## src/hdl/tre_pkg.sv

```systemverilog
// tre_pkg: shared constants, codes and control structs of the triangle edge rasterizer.
// Used by tre_ctrl, tre_dp and triangle_edge_rasterizer_top; depends on nothing.
`default_nettype none
package tre_pkg;

  localparam int FB_COLS   = 64;
  localparam int FB_ROWS   = 64;
  localparam int FRAC_BITS = 4;

  localparam int CW      = 15;
  localparam int DW      = CW + 1;
  localparam int EW      = 2 * DW;
  localparam int DIM_W   = 7;
  localparam int COL_W   = 6;
  localparam int ROW_W   = 6;
  localparam int COLOR_W = 24;
  localparam int CNT_W   = 13;
  localparam int ADDR_W  = $clog2(FB_COLS * FB_ROWS);
  localparam int PADDR_W = 4;
  localparam int PDATA_W = 32;
  localparam int RIDX_W  = PADDR_W - 2;

  localparam logic [RIDX_W-1:0] REG_ACTIVE_WIDTH  = 2'd0;
  localparam logic [RIDX_W-1:0] REG_ACTIVE_HEIGHT = 2'd1;
  localparam logic [RIDX_W-1:0] REG_DRAW_COLOR    = 2'd2;

  localparam logic FUNC_DRAW = 1'b0;
  localparam logic FUNC_READ = 1'b1;

  localparam logic [COLOR_W-1:0] DRAW_COLOR_RST = 24'hFFFFFF;

  typedef logic signed [CW-1:0] coord_t;

  typedef struct packed {
    logic load;
    logic box;
    logic mul;
    logic edge_init;
    logic scan;
    logic clr;
    logic out_load;
  } cmd_t;

  typedef struct packed {
    logic clr_last;
    logic row_ok;
    logic x_ok;
    logic next_row_ok;
    logic out_free;
  } sts_t;

endpackage
`default_nettype wire

```

## src/hdl/tre_ctrl.sv

```systemverilog
// tre_ctrl: sequencer of the rasterizer (clear pass, draw setup, scan, read, result).
// Depends on tre_pkg; drives tre_dp through cmd_t and watches sts_t.
`default_nettype none
module tre_ctrl (
  input  wire logic          clk,
  input  wire logic          rst_n,
  input  wire logic          in_valid,
  input  wire logic          in_func,
  output logic               in_stall,
  input  wire tre_pkg::sts_t sts_i,
  output tre_pkg::cmd_t      cmd_o
);
  import tre_pkg::*;

  typedef enum logic [7:0] {
    ST_CLEAR = 8'b0000_0001,
    ST_IDLE  = 8'b0000_0010,
    ST_BOX   = 8'b0000_0100,
    ST_MUL   = 8'b0000_1000,
    ST_EDGE  = 8'b0001_0000,
    ST_SCAN  = 8'b0010_0000,
    ST_RD    = 8'b0100_0000,
    ST_FIN   = 8'b1000_0000
  } state_t;

  state_t state_r, state_nxt;

  always_comb begin
    state_nxt = state_r;
    cmd_o     = '0;
    case (state_r)
      ST_CLEAR: begin
        cmd_o.clr = 1'b1;
        if (sts_i.clr_last) begin
          state_nxt = ST_IDLE;
        end
      end
      ST_IDLE: begin
        if (in_valid) begin
          cmd_o.load = 1'b1;
          state_nxt  = (in_func == FUNC_READ) ? ST_RD : ST_BOX;
        end
      end
      ST_BOX: begin
        cmd_o.box = 1'b1;
        state_nxt = ST_MUL;
      end
      ST_MUL: begin
        cmd_o.mul = 1'b1;
        state_nxt = ST_EDGE;
      end
      ST_EDGE: begin
        cmd_o.edge_init = 1'b1;
        state_nxt       = sts_i.row_ok ? ST_SCAN : ST_FIN;
      end
      ST_SCAN: begin
        cmd_o.scan = 1'b1;
        if (!sts_i.x_ok && !sts_i.next_row_ok) begin
          state_nxt = ST_FIN;
        end
      end
      ST_RD: begin
        state_nxt = ST_FIN;
      end
      ST_FIN: begin
        if (sts_i.out_free) begin
          cmd_o.out_load = 1'b1;
          state_nxt      = ST_IDLE;
        end
      end
      default: begin
        state_nxt = ST_CLEAR;
      end
    endcase
  end

  assign in_stall = (state_r != ST_IDLE);

  always_ff @(posedge clk) begin
    if (!rst_n) begin
      state_r <= ST_CLEAR;
    end else begin
      state_r <= state_nxt;
    end
  end

endmodule
`default_nettype wire

```

## config.mk

```make
export PLATFORM = sky130hd
export DESIGN_NAME = tre_ctrl
export DESIGN_NICKNAME = d
export VERILOG_FILES = /design/src/hdl/tre_pkg.sv /design/src/hdl/tre_ctrl.sv
export SDC_FILE = /design/constraint.sdc
export NUM_CORES = 1
export LEC_CHECK = 0
export BUFFER_PORTS_ARGS = -buffer_cell sky130_fd_sc_hd__buf_2
export CORE_AREA = 2 2 39 41
export DETAILED_ROUTE_END_ITERATION = 10
export DIE_AREA = 0 0 41 43
export PLACE_DENSITY = 0.66
export SLEW_MARGIN = 20
export SYNTH_ARGS = -nofsm -noshare
export SYNTH_HDL_FRONTEND = slang
export SYNTH_SLANG_ARGS = --single-unit
```

## constraint.sdc

```tcl
create_clock -name clk -period 3.45 [get_ports clk]
set_input_delay 0.345 -clock clk [delete_from_list [all_inputs] [get_ports clk]]
set_output_delay 0.345 -clock clk [all_outputs]
set_load 0.005 [all_outputs]
```

==> reports/qor.txt, run 1 <==
CTS H-Tree Depth - 1
Static leakage - 0.278 nW
Drt pass-1 iters - 4
Routability cong. - 0.858
Vias in the first global route - 493
Overall Power - 0.215 mW
CTS buffer count - 3
Resized cells post-CTS - 0
Via density - 5.61
Worst r2r dst - state_r[6]
Share of cells above drive strength 1 - 0.314
DP Worst Slack - 1730 ps
Ant diodes - 0
Net Count, Synth - 78
Most common cell after layout, fill and taps aside - buf_2
P per Cell Area - 333 nW/um^2
Ports - 17
Kind of critical path - register to primary output
VDD IR max - 208 uV
Setup ws final - 1470 ps
Starting DRT DRC Count - 11
Via count - 572
Startpoint class of the critical path - register
Commonest non-fill, non-tap cells in the layout - buf_2 (16), nor2_1 (8), dfxtp_1 (8)
Worst Skew - 10.6 ps
Min cycle time layout - 1980 ps
Worst EP arrival - 1640 ps
Mapped Avg Cell Area - 7.83 sq um
Number of setup violations in the final report - 0
Endpoint, Worst Hold - state_r[2]
Finished Cell Area - 647 sq um
Count of final hold-check violations - 0
Clock Sinks - 8
Synth warn - 0
Crit. End Element - primary output
Largest registers - state_r x8
Max_slew headroom - 0.662
Fmax - 0.504 GHz
Wire per inst - 12.4 um
CTS root buffer - clkbuf_4
# DRC - 0
Yosys top cell area share - 0.296
Largest area contributor in the netlist - dfxtp_1
Hold Crit Depth - 2
Global-route wire length before repair - 2050 um
Net count reported at finish - 97
Final ANT Viol Nets - 0
Clock transition at path regs - 70 ps
Sequential fraction of the synthesis area - 0.296
Starting Density - 0.391
DRT Wirelength - 1270 um
R2R cell count - 5
Ys flop type - dfxtp_1
Required @ worst endpoint - 3110 ps
CP bufs+invs - 1
Area post-placement - 624 sq um
Worst Hold Class - input pin to register
CTS Hold Bufs - 0
# port buffers - 16
CP Cell Sequence - nor2_1 -> nand2_1 -> nor4_1 -> buf_2
Max Root-Sink Buffers - 2
Worst hold slack - 271 ps
RSZ-0062 raised after global routing - false
Global route total overflow - 0
Final setup TNS - 0 ps
Final worst path period share - 0.575
Synth-to-Final Area Change - 19.7%
Max incr delay on CP - 340 ps
Worst reg2reg setup slack - 1710 ps
Slowest CP cell - dfxtp_1
Width of the die - 41 um
Number of max-cap violations - 0
Total track usage - 0.179
Area of the multi-input gates - 345 sq um
Share of synthesized flip-flops with an asynchronous set or reset - 0
Synth top area cells - dfxtp_1 (30%), nor2_1 (5.6%), nand3_1 (4.6%)
Row count - 14
Tightest Pin Transition - 502 ps
# fillers - 155
Post-synthesis register bit count - 8
Startpoint of the worst hold path - in_func
Post-synth EDFFs - 0
Post-DP HPWL - 985 um
Clk_lat worst skew - 260 ps
Crit path max-delay family - simple AND/OR/NAND/NOR gates
Crit-path max FO - 6
Synth Instances - 69
Die area - 1760 sq um
Storage cell area - 160 sq um
Largest net degree at the start of global routing - 11
TritonCTS clock tree - done
Max-slew violations - 0
Post-CTS setup buffers - 0
Worst r2r src - state_r[7]
Die Height - 43 um
Initial antenna violation count - 0
Biggest register - state_r
Yosys cell types - 31
Max FFs per register - 8
Core ar. - 1380 sq um
Status - completed
Post-Syn Area - 541 sq um
## kinds of logic after synthesis
logic type / share of synthesized area
AO/OA/AOI/OAI: 0.243
XOR/XNOR: 0.0162
buffers and inverters: 0.0648
flip-flops: 0.296
AND/OR/NAND/NOR: 0.380
## worst max path at each step
stage | start | end | cells past startpoint | slack (ps)
finish | state_r[2] | cmd_o[3] | 4 | 1470
global route | state_r[4] | cmd_o[6] | 4 | 1340
CTS | state_r[2] | cmd_o[3] | 4 | 1480
detailed placement | state_r[7] | state_r[2] | 5 | 1730
global placement | state_r[7] | state_r[6] | 5 | 1700
floorplan | state_r[6] | state_r[1] | 6 | 1890
## where the power goes
group	internal [mW]	total [mW]	leakage (nW)	switching [mW]
logic	0.0174	0.0389	0.199	0.0215
registers	0.0953	0.0991	0.0649	0.00382
clock network	0.0401	0.0772	0.0138	0.0371
total	0.153	0.215	0.278	0.0624
## per-stage QoR
step,std cells,utilization
finish,102,0.467
CTS,102,0.467
floorplan,69,-
detailed placement,99,0.451
global route,102,0.467
global placement,99,0.451
## cells in the mapped netlist, types with 2 or more instances
cell type	instances
inv_1	5
dfxtp_1	8
nor3_1	4
o31ai_1	3
nor4_1	4
nand3_1	5
nor2_1	8
nor2b_1	2
a21boi_1	2
nand2_1	4
o21ai_0	4
## metal layers
layer | up-vias | routed length [um] | GRT usage
met2 | 19 | 622 | 0.256
li1 | 291 | - | -
met5 | - | 0 | 0
met4 | 0 | 26 | 0.100
met1 | 258 | 542 | 0.223
met3 | 4 | 76 | 0.0628
## cell type report
type                            count  share of cell area
Clock buffer                        3              0.0348
Inverter                            5              0.0290
Multi-Input combinational cell     54               0.534
Sequential cell                     8               0.248
Tap cell                           16              0.0309
Timing Repair Buffer               16               0.124
Power figures use the tool's default switching activity.
==> run 2, diff against run 1 <==
Clock period 3.45 ns to 2.1 ns, I/O delays scaled along.
==> run 2 against run 1 <==
Against the previous run: register-to-register slack worse by 1300 ps; combinational power rose by 66%; utilization is 0.54 points higher; sequential share of layout area decreased by 0.28 points; hold slack got worse by 130 ps; cell area grew 1.2%; critical path type unchanged; critical endpoint unchanged; highest routed layer unchanged.
==> reports/qor.txt, run 2 (synthesis gave the netlist of run 1 again) <==
Status - completed
Static leakage - 0.282 nW (+1.5%)
Biggest register - state_r
Number of setup violations in the final report - 0 (unchanged)
Met1 WL - 570 um (+5.2%)
Global route total overflow - 0 (unchanged)
CP bufs+invs - 1 (unchanged)
Clock transition at path regs - 50 ps (-20 ps)
CP Cell Sequence - nor2_1 -> nand2_1 -> nor4_1 -> buf_2
Ant diodes - 0 (unchanged)
Drt pass-1 iters - 2 (-2)
Overall Power - 0.348 mW (+62%)
R2R cell count - 6 (+1)
Clock Sinks - 8 (unchanged)
Kind of critical path - register to primary output
Tightest Pin Transition - 442 ps (-60.1 ps)
Resized cells post-CTS - 0 (unchanged)
Largest registers - state_r x8
CTS H-Tree Depth - 1 (unchanged)
Number of max-cap violations - 0 (unchanged)
Row count - 14 (unchanged)
Top routing layer in use - met4
Initial antenna violation count - 0 (unchanged)
Routability cong. - 0.820 (-4.4%)
# port buffers - 16 (unchanged)
Worst EP arrival - 1640 ps (about the same)
CTS buffer count - 3 (unchanged)
Hold Crit Depth - 2 (unchanged)
Vias in the first global route - 481 (-2.4%)
Final Core Density - 0.473 (+0.00543)
Die area - 1760 sq um (unchanged)
Final worst path period share - 0.881
Crit. End Element - primary output
Most common cell after layout, fill and taps aside - buf_2
# DRC - 0 (unchanged)
Via count - 539 (-5.8%)
Starting Density - 0.391 (unchanged)
# fillers - 147 (-5.2%)
Largest net degree at the start of global routing - 11 (unchanged)
Crit path max-delay family - simple AND/OR/NAND/NOR gates
Finished Cell Area - 654 sq um (+1.2%)
Worst r2r dst - state_r[6]
TritonCTS clock tree - done
Metal3 WL - 40 um (-47%)
Synth-to-Final Area Change - 21.1%
P per Cell Area - 531 nW/um^2 (+60%)
Area post-placement - 632 sq um (+1.2%)
Layout Cells excl Fill - 103 (+0.98%)
Share of cells above drive strength 1 - 0.322 (+0.00789)
Fmax - 0.541 GHz
CTS Hold Bufs - 0 (unchanged)
Required @ worst endpoint - 1890 ps (-1220 ps)
CTS root buffer - clkbuf_4
Max incr delay on CP - 340 ps (about the same)
Placed cells - 100 (+1.0%)
Max-slew violations - 0 (unchanged)
Post-CTS setup buffers - 0 (unchanged)
Worst Hold Class - input pin to register
Via density - 5.23 (-6.7%)
Total track usage - 0.181 (+0.00173)
Width of the die - 41 um (unchanged)
Global-route wire length before repair - 2010 um (-1.7%)
Crit-path max FO - 6 (unchanged)
Die Height - 43 um (unchanged)
Max FFs per register - 8 (unchanged)
Final setup TNS - 0 ps (unchanged)
Wire length on met2 - 575 um (-7.6%)
Post-DP HPWL - 940 um (-4.5%)
Endpoint, Worst Hold - state_r[2]
Final ANT Viol Nets - 0 (unchanged)
Min cycle time layout - 1850 ps
Count of final hold-check violations - 0 (unchanged)
Slowest CP cell - dfxtp_1
Core ar. - 1380 sq um (unchanged)
Worst Skew - 1.90 ps (-8.66 ps)
Worst r2r src - state_r[7]
Max_slew headroom - 0.703 (+0.0409)
Net count reported at finish - 98 (+1.0%)
Max Root-Sink Buffers - 2 (unchanged)
DRT Wirelength - 1240 um (-1.9%)
Wire per inst - 12.1 um (-2.8%)
Startpoint of the worst hold path - in_func
VDD IR max - 272 uV (+31%)
Starting DRT DRC Count - 10 (-1)
Startpoint class of the critical path - register
Clk_lat worst skew - 260 ps (about the same)
Worst reg2reg setup slack - 410 ps (-1300 ps)
Ports - 17 (unchanged)
RSZ-0062 raised after global routing - false
Commonest non-fill, non-tap cells in the layout - buf_2 (16), nor2_1 (8), dfxtp_1 (8)
-- run 2: metrics by stage --
step,hold slack [ps],worst slack (ps)
floorplan,288,543
global placement,419,435
detailed placement,410,449
CTS,133,270
global route,135,86.5
finish,140,250
-- run 2: worst max-delay path by stage --
stage | slack, ps | start | endpoint | depth (start not counted)
floorplan | 540 | state_r[6] | state_r[1] | 6
global placement | 440 | state_r[5] | state_r[6] | 5
detailed placement | 450 | state_r[7] | state_r[6] | 5
CTS | 270 | state_r[2] | cmd_o[3] | 4
global route | 90 | state_r[3] | cmd_o[3] | 4
finish | 250 | state_r[2] | cmd_o[3] | 4
-- run 2: metal layers --
metal	GRT usage	up-vias
met3	0.0314	6
met5	0	-
met4	0.193	0
met2	0.231	10
met1	0.229	230
li1	-	293
-- run 2: area by class of cell --
class	instances	area, sq um	share of cell area
sequential	8	160	0.245
multi-input combinational	54	345	0.528
tap	16	20.0	0.0306
inverter	5	18.8	0.0287
timing repair buffer	17	87.6	0.134
clock buffer	3	22.5	0.0344
-- run 2: where the power goes --
part	switching (mW)	leakage, nW	total (mW)	internal (mW)
Combinational	0.0356	0.203	0.0645	0.0288
Sequential	0.00654	0.0649	0.163	0.157
Clock	0.0543	0.0138	0.120	0.0655
